## src/rtl/bcsr_pkg.sv

```systemverilog
// Shared constants, types and helpers for the block sparse row packer.
package bcsr_pkg;

  localparam int MAX_BLOCK_ROWS = 8;
  localparam int MAX_BLOCK_COLS = 8;
  localparam int MAX_DIM        = 4096;

  localparam int LANE_W     = 8;
  localparam int NUM_LANES  = 8;
  localparam int LANE_IDX_W = $clog2(NUM_LANES);
  localparam int ROW_IDX_W  = (MAX_BLOCK_ROWS > 1) ? $clog2(MAX_BLOCK_ROWS) : 1;
  localparam int DIM_W      = 13;
  localparam int BLK_W      = 4;
  localparam int POS_W      = 12;
  localparam int PROD_W     = POS_W + BLK_W;
  localparam int CNT_W      = 25;
  localparam int ROW_W      = LANE_W * NUM_LANES;
  localparam int KIND_W     = 2;
  localparam int CFG_IDX_W  = 3;
  localparam int CFG_DATA_W = 13;
  localparam int IN_DATA_W  = 72;
  localparam int OUT_DATA_W = 96;

  localparam logic [KIND_W-1:0] KIND_VALUE = 2'd0;
  localparam logic [KIND_W-1:0] KIND_COL   = 2'd1;
  localparam logic [KIND_W-1:0] KIND_PTR   = 2'd2;

  localparam logic [CFG_IDX_W-1:0] REG_MATRIX_ROWS = 3'd0;
  localparam logic [CFG_IDX_W-1:0] REG_MATRIX_COLS = 3'd1;
  localparam logic [CFG_IDX_W-1:0] REG_BLOCK_ROWS  = 3'd2;
  localparam logic [CFG_IDX_W-1:0] REG_BLOCK_COLS  = 3'd3;
  localparam logic [CFG_IDX_W-1:0] REG_PER_TENSOR  = 3'd4;
  localparam logic [CFG_IDX_W-1:0] REG_TENSOR_ZP   = 3'd5;

  typedef logic [LANE_W-1:0] lane_byte_t;

  // one block's worth of results handed to the emitter
  typedef struct packed {
    logic                 lead_ptr;   // leading zero pointer
    logic                 blk;        // value rows plus column index
    logic                 row_ptr;    // pointer at row-block end
    logic [BLK_W-1:0]     rows_here;  // rows holding data
    logic [BLK_W-1:0]     blk_rows;   // rows to emit
    logic [POS_W-1:0]     col_idx;
    logic [CNT_W-1:0]     ptr_val;
  } emit_req_t;

  function automatic logic [DIM_W-1:0] clamp_dim(input logic [DIM_W-1:0] v);
    if (v == '0) return DIM_W'(1);
    if (v > DIM_W'(MAX_DIM)) return DIM_W'(MAX_DIM);
    return v;
  endfunction

  function automatic logic [BLK_W-1:0] clamp_blk(input logic [BLK_W-1:0] v,
                                                 input logic [BLK_W-1:0] hi);
    if (v == '0) return BLK_W'(1);
    if (v > hi) return hi;
    return v;
  endfunction

endpackage

```

## src/rtl/bcsr_lane.sv

```systemverilog
// One lane: range gating and zero-point compare for a single element.
module bcsr_lane (
  input  logic [bcsr_pkg::LANE_W-1:0]     lane_val,
  input  logic [bcsr_pkg::LANE_W-1:0]     zero_pt,
  input  logic [bcsr_pkg::PROD_W-1:0]     col_base,
  input  logic [bcsr_pkg::LANE_IDX_W-1:0] lane_idx,
  input  logic [bcsr_pkg::BLK_W-1:0]      blk_cols,
  input  logic [bcsr_pkg::DIM_W-1:0]      mat_cols,
  output logic [bcsr_pkg::LANE_W-1:0]     lane_out,
  output logic                            lane_nz
);

  logic in_range;

  assign in_range = ({1'b0, lane_idx} < (bcsr_pkg::LANE_IDX_W+1)'(blk_cols))
                 && (({1'b0, col_base} + (bcsr_pkg::PROD_W+1)'(lane_idx))
                     < (bcsr_pkg::PROD_W+1)'(mat_cols));

  assign lane_out = in_range ? lane_val : '0;
  assign lane_nz  = in_range && (lane_val != zero_pt);

endmodule

```

## src/rtl/bcsr_merge.sv

```systemverilog
// Merge stage: packs lane bytes into a row word and ORs the nonzero flags.
module bcsr_merge (
  input  bcsr_pkg::lane_byte_t          lane_bytes [bcsr_pkg::NUM_LANES],
  input  logic                          lane_nz    [bcsr_pkg::NUM_LANES],
  output logic [bcsr_pkg::ROW_W-1:0]    row_word,
  output logic                          any_nz
);

  always_comb begin
    any_nz = 1'b0;
    for (int j = 0; j < bcsr_pkg::NUM_LANES; j++) begin
      row_word[j*bcsr_pkg::LANE_W +: bcsr_pkg::LANE_W] = lane_bytes[j];
      any_nz = any_nz | lane_nz[j];
    end
  end

endmodule

```

## src/rtl/bcsr_emit.sv

```systemverilog
// Result sequencer and output register: pointer, value rows, column index.
module bcsr_emit (
  input  logic                                 clk,
  input  logic                                 rst_n,
  input  logic                                 req_load,
  input  bcsr_pkg::emit_req_t                  req,
  output logic                                 busy,
  output logic [bcsr_pkg::ROW_IDX_W-1:0]       buf_raddr,
  input  logic [bcsr_pkg::ROW_W-1:0]           buf_rdata,
  output logic                                 out_tvalid,
  input  logic                                 out_tready,
  output logic [bcsr_pkg::OUT_DATA_W-1:0]      out_tdata,
  output logic [bcsr_pkg::KIND_W-1:0]          out_tuser,
  output logic                                 out_tlast
);

  logic                              lead_r, lead_nxt;
  logic                              rows_r, rows_nxt;
  logic                              col_r, col_nxt;
  logic                              ptr_r, ptr_nxt;
  logic [bcsr_pkg::ROW_IDX_W-1:0]    row_cnt_r, row_cnt_nxt;
  logic [bcsr_pkg::BLK_W-1:0]        rows_here_r;
  logic [bcsr_pkg::BLK_W-1:0]        blk_rows_r;
  logic [bcsr_pkg::POS_W-1:0]        col_idx_r;
  logic [bcsr_pkg::CNT_W-1:0]        ptr_val_r;

  logic                              vld_r, vld_nxt;
  logic [bcsr_pkg::KIND_W-1:0]       kind_r, kind_nxt;
  logic [bcsr_pkg::ROW_W-1:0]        lanes_r, lanes_nxt;
  logic [bcsr_pkg::CNT_W-1:0]        idx_r, idx_nxt;
  logic                              last_r, last_nxt;
  logic                              slot_free;

  assign busy      = lead_r | rows_r | col_r | ptr_r;
  assign buf_raddr = row_cnt_r;
  assign slot_free = !vld_r || out_tready;

  always_comb begin
    lead_nxt    = lead_r;
    rows_nxt    = rows_r;
    col_nxt     = col_r;
    ptr_nxt     = ptr_r;
    row_cnt_nxt = row_cnt_r;
    vld_nxt     = vld_r && !out_tready;
    kind_nxt    = kind_r;
    lanes_nxt   = lanes_r;
    idx_nxt     = idx_r;
    last_nxt    = last_r;
    if (slot_free && busy) begin
      vld_nxt   = 1'b1;
      lanes_nxt = '0;
      idx_nxt   = '0;
      priority if (lead_r) begin
        kind_nxt = bcsr_pkg::KIND_PTR;
        last_nxt = !(rows_r | col_r | ptr_r);
        lead_nxt = 1'b0;
      end else if (rows_r) begin
        kind_nxt = bcsr_pkg::KIND_VALUE;
        last_nxt = 1'b0;
        if ((bcsr_pkg::BLK_W)'(row_cnt_r) < rows_here_r) lanes_nxt = buf_rdata;
        if ((bcsr_pkg::BLK_W)'(row_cnt_r) == blk_rows_r - 1'b1) begin
          rows_nxt = 1'b0;
        end else begin
          row_cnt_nxt = row_cnt_r + 1'b1;
        end
      end else if (col_r) begin
        kind_nxt = bcsr_pkg::KIND_COL;
        idx_nxt  = bcsr_pkg::CNT_W'(col_idx_r);
        last_nxt = !ptr_r;
        col_nxt  = 1'b0;
      end else begin
        kind_nxt = bcsr_pkg::KIND_PTR;
        idx_nxt  = ptr_val_r;
        last_nxt = 1'b1;
        ptr_nxt  = 1'b0;
      end
    end
    if (req_load) begin
      lead_nxt    = req.lead_ptr;
      rows_nxt    = req.blk;
      col_nxt     = req.blk;
      ptr_nxt     = req.row_ptr;
      row_cnt_nxt = '0;
    end
  end

  always_ff @(posedge clk) begin
    if (!rst_n) begin
      lead_r    <= 1'b0;
      rows_r    <= 1'b0;
      col_r     <= 1'b0;
      ptr_r     <= 1'b0;
      row_cnt_r <= '0;
      vld_r     <= 1'b0;
    end else begin
      lead_r    <= lead_nxt;
      rows_r    <= rows_nxt;
      col_r     <= col_nxt;
      ptr_r     <= ptr_nxt;
      row_cnt_r <= row_cnt_nxt;
      vld_r     <= vld_nxt;
    end
  end

  always_ff @(posedge clk) begin
    kind_r  <= kind_nxt;
    lanes_r <= lanes_nxt;
    idx_r   <= idx_nxt;
    last_r  <= last_nxt;
    if (req_load) begin
      rows_here_r <= req.rows_here;
      blk_rows_r  <= req.blk_rows;
      col_idx_r   <= req.col_idx;
      ptr_val_r   <= req.ptr_val;
    end
  end

  assign out_tvalid = vld_r;
  assign out_tdata  = {(bcsr_pkg::OUT_DATA_W - bcsr_pkg::ROW_W - bcsr_pkg::CNT_W)'(0),
                       idx_r, lanes_r};
  assign out_tuser  = kind_r;
  assign out_tlast  = last_r;

endmodule

```

## src/rtl/bcsr_block_sparse_packer.sv

```systemverilog
// Top level of the block sparse row packer: positions, lanes, row buffer, emitter.
//
//  channel  dir  handshake               payload
//  in_      in   in_tvalid/in_tready     in_tdata: lane_0..lane_7, row_zero_point
//  out_     out  out_tvalid/out_tready   out_tdata: lanes 0..7, index; tuser kind;
//                                        tlast last_of_run
//  cfg_     in   cfg_we                  cfg_index, cfg_wdata
//
// Each input beat is accepted, then passes the lane/merge step; any results
// (up to 11) go one at a time into the output register, and the next beat is
// accepted once the last is loaded. Reset (rst_n low at a clock edge) clears
// positions, counts and the control and config registers; the row buffer and
// data registers are not cleared and in_tready stays low. A stalled output
// holds its beat and stalls the emitter until out_tready returns.
module bcsr_block_sparse_packer (
  input  logic                                 clk,
  input  logic                                 rst_n,
  // lane_0..lane_7 from bit 0 up, then row_zero_point at [71:64]
  input  logic                                 in_tvalid,
  output logic                                 in_tready,
  input  logic [bcsr_pkg::IN_DATA_W-1:0]       in_tdata,
  // out_lane_0..out_lane_7 from bit 0 up, out_index at [88:64], zero fill above
  output logic                                 out_tvalid,
  input  logic                                 out_tready,
  output logic [bcsr_pkg::OUT_DATA_W-1:0]      out_tdata,
  // out_kind
  output logic [bcsr_pkg::KIND_W-1:0]          out_tuser,
  output logic                                 out_tlast,
  input  logic                                 cfg_we,
  input  logic [bcsr_pkg::CFG_IDX_W-1:0]       cfg_index,
  input  logic [bcsr_pkg::CFG_DATA_W-1:0]      cfg_wdata
);

  localparam logic [1:0] S_IDLE = 2'd0;
  localparam logic [1:0] S_CALC = 2'd1;
  localparam logic [1:0] S_EMIT = 2'd2;

  // configuration
  logic [bcsr_pkg::DIM_W-1:0]  mat_rows_r, mat_cols_r;
  logic [bcsr_pkg::BLK_W-1:0]  blk_rows_r, blk_cols_r;
  logic                        per_tensor_r;
  logic [bcsr_pkg::LANE_W-1:0] tensor_zp_r;

  logic [bcsr_pkg::DIM_W-1:0]  rows_cl, cols_cl;
  logic [bcsr_pkg::BLK_W-1:0]  rb_cl, cb_cl;

  // position state
  logic [1:0]                        state_r, state_nxt;
  logic [bcsr_pkg::POS_W-1:0]        rbp_r, rbp_nxt;
  logic [bcsr_pkg::POS_W-1:0]        cbp_r, cbp_nxt;
  logic [bcsr_pkg::ROW_IDX_W-1:0]    rib_r, rib_nxt;
  logic                              nz_r, nz_nxt;
  logic [bcsr_pkg::CNT_W-1:0]        cnt_r, cnt_nxt;
  logic                              started_r, started_nxt;

  // captured beat
  bcsr_pkg::lane_byte_t              lane_in_r [bcsr_pkg::NUM_LANES];
  logic [bcsr_pkg::LANE_W-1:0]       zp_r;

  logic [bcsr_pkg::ROW_W-1:0]        row_buf_r [bcsr_pkg::MAX_BLOCK_ROWS];

  logic                              accept;
  logic [bcsr_pkg::PROD_W-1:0]       rb_base, cb_base;
  logic [bcsr_pkg::PROD_W:0]         rows_left;
  logic [bcsr_pkg::BLK_W-1:0]        rows_here;
  logic [bcsr_pkg::ROW_IDX_W-1:0]    rib_sat;
  logic                              rb_over, cb_over;
  logic                              last_row, last_cb, last_rb, nz_new;

  bcsr_pkg::lane_byte_t              lane_out [bcsr_pkg::NUM_LANES];
  logic                              lane_nz  [bcsr_pkg::NUM_LANES];
  logic [bcsr_pkg::ROW_W-1:0]        row_word;
  logic                              any_nz;

  logic                              req_load;
  bcsr_pkg::emit_req_t               req;
  logic                              emit_busy;
  logic [bcsr_pkg::ROW_IDX_W-1:0]    buf_raddr;

  // ---------------- configuration registers ----------------
  always_ff @(posedge clk) begin
    if (!rst_n) begin
      mat_rows_r   <= bcsr_pkg::DIM_W'(1);
      mat_cols_r   <= bcsr_pkg::DIM_W'(1);
      blk_rows_r   <= bcsr_pkg::BLK_W'(1);
      blk_cols_r   <= bcsr_pkg::BLK_W'(1);
      per_tensor_r <= 1'b1;
      tensor_zp_r  <= '0;
    end else if (cfg_we) begin
      unique case (cfg_index)
        bcsr_pkg::REG_MATRIX_ROWS: mat_rows_r   <= cfg_wdata[bcsr_pkg::DIM_W-1:0];
        bcsr_pkg::REG_MATRIX_COLS: mat_cols_r   <= cfg_wdata[bcsr_pkg::DIM_W-1:0];
        bcsr_pkg::REG_BLOCK_ROWS:  blk_rows_r   <= cfg_wdata[bcsr_pkg::BLK_W-1:0];
        bcsr_pkg::REG_BLOCK_COLS:  blk_cols_r   <= cfg_wdata[bcsr_pkg::BLK_W-1:0];
        bcsr_pkg::REG_PER_TENSOR:  per_tensor_r <= cfg_wdata[0];
        bcsr_pkg::REG_TENSOR_ZP:   tensor_zp_r  <= cfg_wdata[bcsr_pkg::LANE_W-1:0];
        default: ;
      endcase
    end
  end

  // saturated view used by every beat
  assign rows_cl = bcsr_pkg::clamp_dim(mat_rows_r);
  assign cols_cl = bcsr_pkg::clamp_dim(mat_cols_r);
  assign rb_cl   = bcsr_pkg::clamp_blk(blk_rows_r, bcsr_pkg::BLK_W'(bcsr_pkg::MAX_BLOCK_ROWS));
  assign cb_cl   = bcsr_pkg::clamp_blk(blk_cols_r, bcsr_pkg::BLK_W'(bcsr_pkg::MAX_BLOCK_COLS));

  // ---------------- block geometry ----------------
  // Shared products: on the accept cycle they check the old position against
  // the current config; in the calc cycle they give the fixed block origin.
  assign rb_base = bcsr_pkg::PROD_W'(rbp_r) * bcsr_pkg::PROD_W'(rb_cl);
  assign cb_base = bcsr_pkg::PROD_W'(cbp_r) * bcsr_pkg::PROD_W'(cb_cl);
  assign rb_over = rb_base >= bcsr_pkg::PROD_W'(rows_cl);
  assign cb_over = cb_base >= bcsr_pkg::PROD_W'(cols_cl);

  assign rows_left = (bcsr_pkg::PROD_W+1)'(rows_cl) - {1'b0, rb_base};
  assign rows_here = (rows_left >= (bcsr_pkg::PROD_W+1)'(rb_cl)) ? rb_cl
                                                               : rows_left[bcsr_pkg::BLK_W-1:0];
  // a row beyond this block's rows finishes the block
  assign rib_sat   = (bcsr_pkg::BLK_W'(rib_r) >= rows_here)
                   ? bcsr_pkg::ROW_IDX_W'(rows_here - 1'b1) : rib_r;
  assign last_row  = (bcsr_pkg::BLK_W'(rib_sat) + 1'b1) >= rows_here;
  assign last_cb   = ({1'b0, cb_base} + (bcsr_pkg::PROD_W+1)'(cb_cl))
                     >= (bcsr_pkg::PROD_W+1)'(cols_cl);
  assign last_rb   = ({1'b0, rb_base} + (bcsr_pkg::PROD_W+1)'(rb_cl))
                     >= (bcsr_pkg::PROD_W+1)'(rows_cl);

  // ---------------- lanes and merge ----------------
  for (genvar j = 0; j < bcsr_pkg::NUM_LANES; j++) begin : g_lane
    bcsr_lane u_lane (
      .lane_val (lane_in_r[j]),
      .zero_pt  (zp_r),
      .col_base (cb_base),
      .lane_idx (bcsr_pkg::LANE_IDX_W'(j)),
      .blk_cols (cb_cl),
      .mat_cols (cols_cl),
      .lane_out (lane_out[j]),
      .lane_nz  (lane_nz[j])
    );
  end

  bcsr_merge u_merge (
    .lane_bytes (lane_out),
    .lane_nz    (lane_nz),
    .row_word   (row_word),
    .any_nz     (any_nz)
  );

  assign nz_new = nz_r | any_nz;

  // ---------------- control ----------------
  assign in_tready = (state_r == S_IDLE) && rst_n;
  assign accept    = in_tvalid && in_tready;
  assign req_load  = (state_r == S_CALC) && (!started_r || last_row);

  always_comb begin
    state_nxt   = state_r;
    rbp_nxt     = rbp_r;
    cbp_nxt     = cbp_r;
    rib_nxt     = rib_r;
    nz_nxt      = nz_r;
    cnt_nxt     = cnt_r;
    started_nxt = started_r;
    unique case (state_r)
      S_IDLE: begin
        if (accept) begin
          state_nxt = S_CALC;
          // config may have moved under the old position
          if (rb_over) begin
            rbp_nxt = '0;
            cbp_nxt = '0;
            rib_nxt = '0;
            nz_nxt  = 1'b0;
          end else if (cb_over) begin
            cbp_nxt = '0;
            rib_nxt = '0;
            nz_nxt  = 1'b0;
          end
        end
      end
      S_CALC: begin
        state_nxt   = req_load ? S_EMIT : S_IDLE;
        started_nxt = 1'b1;
        if (!last_row) begin
          rib_nxt = rib_sat + 1'b1;
          nz_nxt  = nz_new;
        end else begin
          rib_nxt = '0;
          nz_nxt  = 1'b0;
          if (nz_new) cnt_nxt = cnt_r + 1'b1;
          if (!last_cb) begin
            cbp_nxt = cbp_r + 1'b1;
          end else begin
            cbp_nxt = '0;
            if (!last_rb) begin
              rbp_nxt = rbp_r + 1'b1;
            end else begin
              // end of matrix
              rbp_nxt     = '0;
              cnt_nxt     = '0;
              started_nxt = 1'b0;
            end
          end
        end
      end
      S_EMIT: begin
        if (!emit_busy) state_nxt = S_IDLE;
      end
      default: state_nxt = S_IDLE;
    endcase
  end

  always_ff @(posedge clk) begin
    if (!rst_n) begin
      state_r   <= S_IDLE;
      rbp_r     <= '0;
      cbp_r     <= '0;
      rib_r     <= '0;
      nz_r      <= 1'b0;
      cnt_r     <= '0;
      started_r <= 1'b0;
    end else begin
      state_r   <= state_nxt;
      rbp_r     <= rbp_nxt;
      cbp_r     <= cbp_nxt;
      rib_r     <= rib_nxt;
      nz_r      <= nz_nxt;
      cnt_r     <= cnt_nxt;
      started_r <= started_nxt;
    end
  end

  // beat capture and row buffer (no reset)
  always_ff @(posedge clk) begin
    if (accept) begin
      for (int j = 0; j < bcsr_pkg::NUM_LANES; j++)
        lane_in_r[j] <= in_tdata[j*bcsr_pkg::LANE_W +: bcsr_pkg::LANE_W];
      zp_r <= per_tensor_r ? tensor_zp_r
                           : in_tdata[bcsr_pkg::ROW_W +: bcsr_pkg::LANE_W];
    end
    if (state_r == S_CALC) row_buf_r[rib_sat] <= row_word;
  end

  // ---------------- emitter ----------------
  always_comb begin
    req.lead_ptr  = !started_r;
    req.blk       = last_row && nz_new;
    req.row_ptr   = last_row && last_cb;
    req.rows_here = rows_here;
    req.blk_rows  = rb_cl;
    req.col_idx   = cbp_r;
    req.ptr_val   = (last_row && nz_new) ? cnt_r + 1'b1 : cnt_r;
  end

  bcsr_emit u_emit (
    .clk        (clk),
    .rst_n      (rst_n),
    .req_load   (req_load),
    .req        (req),
    .busy       (emit_busy),
    .buf_raddr  (buf_raddr),
    .buf_rdata  (row_buf_r[buf_raddr]),
    .out_tvalid (out_tvalid),
    .out_tready (out_tready),
    .out_tdata  (out_tdata),
    .out_tuser  (out_tuser),
    .out_tlast  (out_tlast)
  );

endmodule

```

## config.mk

```make
export PLATFORM = sky130hd
export DESIGN_NAME = bcsr_block_sparse_packer
export DESIGN_NICKNAME = d
export VERILOG_FILES = /design/src/rtl/bcsr_pkg.sv /design/src/rtl/bcsr_lane.sv /design/src/rtl/bcsr_merge.sv /design/src/rtl/bcsr_emit.sv /design/src/rtl/bcsr_block_sparse_packer.sv
export SDC_FILE = /design/constraint.sdc
export NUM_CORES = 1
export LEC_CHECK = 0
export ABC_AREA = 1
export BUFFER_PORTS_ARGS = -buffer_cell sky130_fd_sc_hd__buf_2
export CORE_MARGIN = 2
export CORE_UTILIZATION = 29
export DETAILED_ROUTE_END_ITERATION = 8
export PLACE_DENSITY = 0.46
export REMOVE_ABC_BUFFERS = 1
export SLEW_MARGIN = 30
export SYNTH_ARGS = -nofsm -noshare
export SYNTH_HDL_FRONTEND = slang
export SYNTH_SLANG_ARGS = --single-unit
```

## constraint.sdc

```tcl
create_clock -name clk -period 10.5 [get_ports clk]
set_input_delay 1.05 -clock clk [delete_from_list [all_inputs] [get_ports clk]]
set_output_delay 1.05 -clock clk [all_outputs]
set_load 0.01 [all_outputs]
```

==> reports/qor.yml, run 1 <==
vdd_drop_max_v: 0.000139
synth.distinct_cells: 66
wl_per_cell_um: 19.8
fin_crit_sh: 0.881
core_area_um2: 146000
h-tree-depth: 3
critPathArrivalTime_ns: 9.56
cts_root_buf: "clkbuf_16"
path_clk_slew_ns: 0.06
vias_per_cell: 4.81
power.density_nw_per_um2: 198
place_congestion: 0.866
synth_top_cell_by_area: "edfxtp_1"
die-height_um: 388
clock-skew-final_ns: 0.0704
critPathSlowestCell: "nor2_1"
die_w_um: 388
clkPwrFrac: 0.326
slew_headroom: 0.357
drtIter0Drc: 2577
p_int_uw: 6490
dr.pass1.iters: 5
status: "completed"
hpwl_um: 84200
ant_nets: 0
synth_area_leaders: "edfxtp_1 (51%), nor2_1 (6.6%), nand2_1 (6.5%)"
period_minus_slack_ns: 9.25
grt_max_degree: 181
finalHoldViolations: 0
vias: 31157
setup_tns_ns: 0
start_util: 0.292
netlist_instances: 4329
start_kind: "register"
first_global_vias: 30168
nFillCells: 14854
drc: 0
clk_latency_ns: 0.73
io_pins: 194
fin_nets: 4821
drive_gt1_frac: 0.0968
fin_cells: 6474
synth_top_area_share: 0.507
synth_area_per_cell_um2: 9.86
cp_max_fo: 36
synth-edff-count: 721
crit_type: "register to register"
cpPeakStageDelay_ns: 0.50
clockBufferDepth: 3
wl_um: 128000
combPwrFrac: 0.234
synthFlopType: "edfxtp_1"
p_total_uw: 9670
crit_required_ns: 10.80
slew_violations: 0
synthArstFlopShare: 0
synth.most_common_cell: "nor2_1"
ctsHoldBuffers: 0
drv_cap: 0
seqPwrFrac: 0.440
area_growth_pct: 14.6
fin_ws_ns: 1.25
swShare: 0.329
cts_buffers: 93
dp_cells: 6299
grt_pass1_wl_um: 192000
dieArea_um2: 150000
grt_use_total: 0.168
synth_common_cells: "nor2_1 (749), nand2_1 (743), edfxtp_1 (721)"
rsz0062_at_grt: "no"
antennaDiodeCount: 0
seq_area_frac_synth: 0.558
max_freq_ghz: 0.108
globalRouteOverflowTotal: 0
cts_resized: 0
crit_top_cell: "nand2_1"
syn_area_um2: 42700
post_cts_buffers: 0
p_sw_uw: 3180
antenna_found_initial: 3
portBuffers: 186
ys_ff_latch: 828
cts_tree: "done"
hold_class: "register to register"
pre_cts_slack_ns: 1.14
tightestPinTransition_ns: 0.965
setup_violations: 0
ys.warnings.count: 0
fin_hold_ws_ns: 0.465
power_leakage_uw: 0.0189
rows: 140
critPathCaptureType: "register"
cts_num_sinks: 828
==> power by group through the flow <==
stage | clock (µW) | sequential (µW) | combinational (µW)
final | 3150 | 4250 | 2260
after global routing | 3370 | 4280 | 2540
after CTS | 3240 | 4260 | 2300
after detailed placement | 0 | 4330 | 2290
after global placement | 0 | 4330 | 2280
after floorplan | 0 | 4380 | 1270
==> cell type report <==
class | count | area (µm²) | share of cell area
well taps | 1917 | 2400 | 0.0491
multi-input cells | 2900 | 16600 | 0.340
flip-flops and latches | 828 | 23800 | 0.487
repair buffers | 236 | 1500 | 0.0307
clock buffers | 125 | 2450 | 0.0501
clock inverters | 47 | 499 | 0.0102
inverters | 421 | 1590 | 0.0326
==> registers in the layout, summed over array words and instances, names as in the netlist, 13 cells and up <==
| signal | count |
|---|---|
| cnt_r | 25 |
| lane_in_r | 64 |
| mat_cols_r | 13 |
| mat_rows_r | 13 |
| row_buf_r | 512 |
| u_emit.idx_r | 25 |
| u_emit.lanes_r | 64 |
| u_emit.ptr_val_r | 25 |
==> logic make-up (layout without fill, tap and decap cells) <==
family	after synthesis	in the layout	share of synthesized area
buffers and inverters	607	829	0.0550
AOI/OAI and AO/OA	692	692	0.0976
and+or+nand+nor	1751	1751	0.166
muxes	8	8	0.00211
DFF	828	828	0.558
other	1	7	0.0000879
xor gates and xnor gates	193	193	0.0406
adders and majority gates	249	249	0.0805
==> critical path: cells and delay by family, from the launching register on <==
family	cells	cell delay (ns)
AND/OR/NAND/NOR	28	3.53
adder cells (fa/ha/maj)	7	2.20
buffers and inverters	13	1.95
flip-flops	1	0.42
XOR/XNOR	2	0.39
AO/OA/AOI/OAI	3	0.36
==> cells in the final DEF, fill, tap and decap left out, drive strengths merged, types with 7 or more instances in the layout <==
cell type,count
nand3,112
nand2,754
a21oi,223
o32ai,128
nor4,13
nand4,50
nor3,37
inv,423
clkbuf,125
ha,205
fa,43
dfxtp,107
o211ai,8
clkinv,40
mux2,8
o21ai,271
or2,8
xor2,133
nor2,761
a22o,12
edfxtp,721
buf,236
nand3b,9
xnor2,60
conb,7
a31oi,8
==> per-layer routing <==
metal / vias to the layer above / wire length, µm / track usage
met5: - / 0 / 0
met4: 0 / 2370 / 0.0395
met3: 154 / 7430 / 0.0302
met2: 790 / 57900 / 0.266
met1: 15118 / 60700 / 0.238
li1: 15095 / - / -
==> final timing paths <==
path | start | cells past startpoint | slack [ns] | to
setup / recovery | blk_rows_r[3]$_SDFFE_PN0P_ | 53 | 1.25 | u_emit.ptr_val_r[10]$_DFFE_PP_
hold reg to reg | started_r$_SDFFE_PN0P_ | 2 | 0.47 | started_r$_SDFFE_PN0P_
setup reg to reg | blk_rows_r[3]$_SDFFE_PN0P_ | 53 | 1.25 | u_emit.ptr_val_r[10]$_DFFE_PP_
hold / removal | started_r$_SDFFE_PN0P_ | 2 | 0.47 | started_r$_SDFFE_PN0P_
==> per-stage QoR <==
step	cell area, µm²	util
floorplan	41900	-
global placement	45800	0.314
detailed placement	45900	0.314
CTS	48800	0.335
global route	48900	0.335
finish	48900	0.335
(Power assumes the default switching activity.)
==> inputs of run 2 (changes only) <==
- PLACE_DENSITY: 0.46 -> 0.54
==> run 2 against run 1 <==
Core utilization fell by 0.19 points. Design area fell by 0.57%. Largest power group unchanged. Sequential cell count did not move. Highest routed layer unchanged. Critical path type unchanged. Final cell count fell by 0.23%. Combinational power barely moved.
==> reports/qor.yml, run 2 (synthesized netlist as in run 1, its figures left out) <==
tightestPinTransition_ns: 1.07  # +0.109 ns
io_pins: 194  # unchanged
crit_type: "register to register"
grt_pass1_wl_um: 190000  # -1.2%
start_kind: "register"
grt_use_met3: 0.0244  # -0.00573
slew_violations: 0  # unchanged
ant_nets: 0  # unchanged
p_int_uw: 6370  # -1.8%
die-height_um: 388  # unchanged
clockBufferDepth: 3  # unchanged
fin_cells: 6459  # -0.23%
rows: 140  # unchanged
crit_buf_inv: 12  # -1
dp_cells: 6297  # -0.032%
use_met1: 0.242  # +0.00444
seqPwrFrac: 0.447  # +0.007
combPwrFrac: 0.237  # +0.003
status: "completed"
cp-endpoint: "u_emit.ptr_val_r[15]$_DFFE_PP_"
drv_cap: 0  # unchanged
layout_common_cells: "nor2_1 (741), nand2_1 (741), edfxtp_1 (721)"
drc: 0  # unchanged
critPathArrivalTime_ns: 9.68  # +0.12 ns
cpPeakStageDelay_ns: 0.73  # +0.23 ns
first_global_vias: 30299  # +0.43%
grt_max_degree: 116  # -36%
slew_headroom: 0.284  # -0.0729
largest_reg_flops: 512  # unchanged
finish.utilization: 0.333  # -0.00189
ff2ff_setup_slack_ns: 1.11  # -0.14 ns
crit_cells: 53  # unchanged
clock-skew-final_ns: 0.0868  # +0.0164 ns
wl_um: 125000  # -2.9%
period_minus_slack_ns: 9.39  # +0.135 ns
finalHoldViolations: 0  # unchanged
drive_gt1_frac: 0.0958  # -0.000959
vdd_drop_max_v: 0.000149  # +6.7%
dieArea_um2: 150000  # unchanged
grt_use_met2: 0.251  # -0.0154
setup_violations: 0  # unchanged
critPathCaptureType: "register"
cts_num_sinks: 828  # unchanged
fin_nets: 4813  # -0.17%
vias: 31530  # +1.2%
core_area_um2: 146000  # unchanged
cp_max_fo: 33  # -8.3%
start_util: 0.292  # unchanged
cts_tree: "done"
reg2reg_to: "u_emit.ptr_val_r[15]$_DFFE_PP_"
globalRouteOverflowTotal: 0  # unchanged
largest-register: "row_buf_r"
clk_latency_ns: 0.73  # about the same
die_w_um: 388  # unchanged
stdcell_area_um2: 48600  # -0.57%
post_cts_buffers: 0  # unchanged
top_usage_layer: "met2"
dr.pass1.iters: 5  # unchanged
cts_root_buf: "clkbuf_16"
antenna_found_initial: 4  # +1
top_regs: "row_buf_r: 512 flops, lane_in_r: 64 flops, u_emit.lanes_r: 64 flops"
r2r-start: "blk_rows_r[3]$_SDFFE_PN0P_"
clkPwrFrac: 0.316  # -0.010
path_clk_slew_ns: 0.07  # about the same
fin_crit_sh: 0.894  # +0.0129
power_leakage_uw: 0.0188  # -0.59%
worstSetupStartpoint: "blk_rows_r[3]$_SDFFE_PN0P_"
rr_worst_depth: 53  # unchanged
hpwl_um: 82800  # -1.7%
place_congestion: 0.920  # +6.3%
wl_per_cell_um: 19.3  # -2.6%
p_sw_uw: 3150  # -1.0%
placed_area_um2: 45800  # -0.23%
cts_buffers: 89  # -4.3%
area_growth_pct: 13.9
hold_class: "register to register"
crit_family: "simple AND/OR/NAND/NOR gates"
power.density_nw_per_um2: 196  # -0.99%
crit_top_cell: "nand2_1"
critPathSlowestCell: "dfxtp_1"
max_freq_ghz: 0.106  # -1.4%
crit_required_ns: 10.79  # about the same
drtIter0Drc: 2921  # +13%
grt_use_total: 0.163  # -0.00470
portBuffers: 186  # unchanged
rsz0062_at_grt: "no"
vias_per_cell: 4.88  # +1.4%
h-tree-depth: 3  # unchanged
swShare: 0.331  # +0.00169
run 2: final cells by class:
class	instances	area, µm²
antenna	2	5.00
clock buffer	109	2320
clock inverter	50	455
fill	14845	97300
inverter	421	1600
multi-input combinational	2900	16600
sequential	828	23800
tap	1917	2400
timing repair buffer	232	1400
run 2: worst min-delay path by stage:
stage,startpoint,endpoint,cells past startpoint
6_report,started_r$_SDFFE_PN0P_,started_r$_SDFFE_PN0P_,2
5_1_grt,in_tdata[16],lane_in_r[0][16]$_DFFE_PP_,1
4_1_cts,in_tdata[58],lane_in_r[1][26]$_DFFE_PP_,1
3_5_place_dp,started_r$_SDFFE_PN0P_,started_r$_SDFFE_PN0P_,2
3_3_place_gp,started_r$_SDFFE_PN0P_,started_r$_SDFFE_PN0P_,2
2_1_floorplan,started_r$_SDFFE_PN0P_,started_r$_SDFFE_PN0P_,2
run 2: per-stage QoR:
| stage | power (µW) | hold WS, ns | setup slack [ns] | setup TNS (ns) |
|---|---|---|---|---|
| after floorplan | 5660 | 0.432 | -2.34 | -150.57 |
| after global placement | 6600 | 0.443 | 1.25 | 0 |
| after detailed placement | 6610 | 0.449 | 1.09 | 0 |
| after CTS | 9640 | 0.445 | 1.08 | 0 |
| after global routing | 10000 | 0.463 | 0.113 | 0 |
| final | 9520 | 0.456 | 1.11 | 0 |
run 2: per-layer routing:
metal,vias to the layer above,part of all wire
met3,136,0.068
met4,0,0.016
li1,15065,-
met2,1033,0.44
met5,-,0
met1,15296,0.47
run 2: worst register-to-register path: cells and delay by family, from the launching register on:
family / cells / cell delay (ns)
compound gates: 3 / 0.40
flops: 1 / 0.73
buf+inv: 12 / 1.58
fa+ha+maj: 7 / 2.48
xor+xnor: 1 / 0.25
simple gates: 30 / 3.55
run 2: timing repair:
item,4_1_cts,5_1_grt
endpoints found under the setup margin,0,11
endpoints found under the hold margin,0,0
hold buffers,0,0
gates resized for setup,0,1
run 2: power groups by stage:
stage / clock, µW / combinational [µW] / sequential, µW
after floorplan: 0 / 1270 / 4380
after global placement: 0 / 2270 / 4330
after detailed placement: 0 / 2280 / 4330
after CTS: 3080 / 2300 / 4270
after global routing: 3200 / 2530 / 4290
final: 3000 / 2260 / 4260
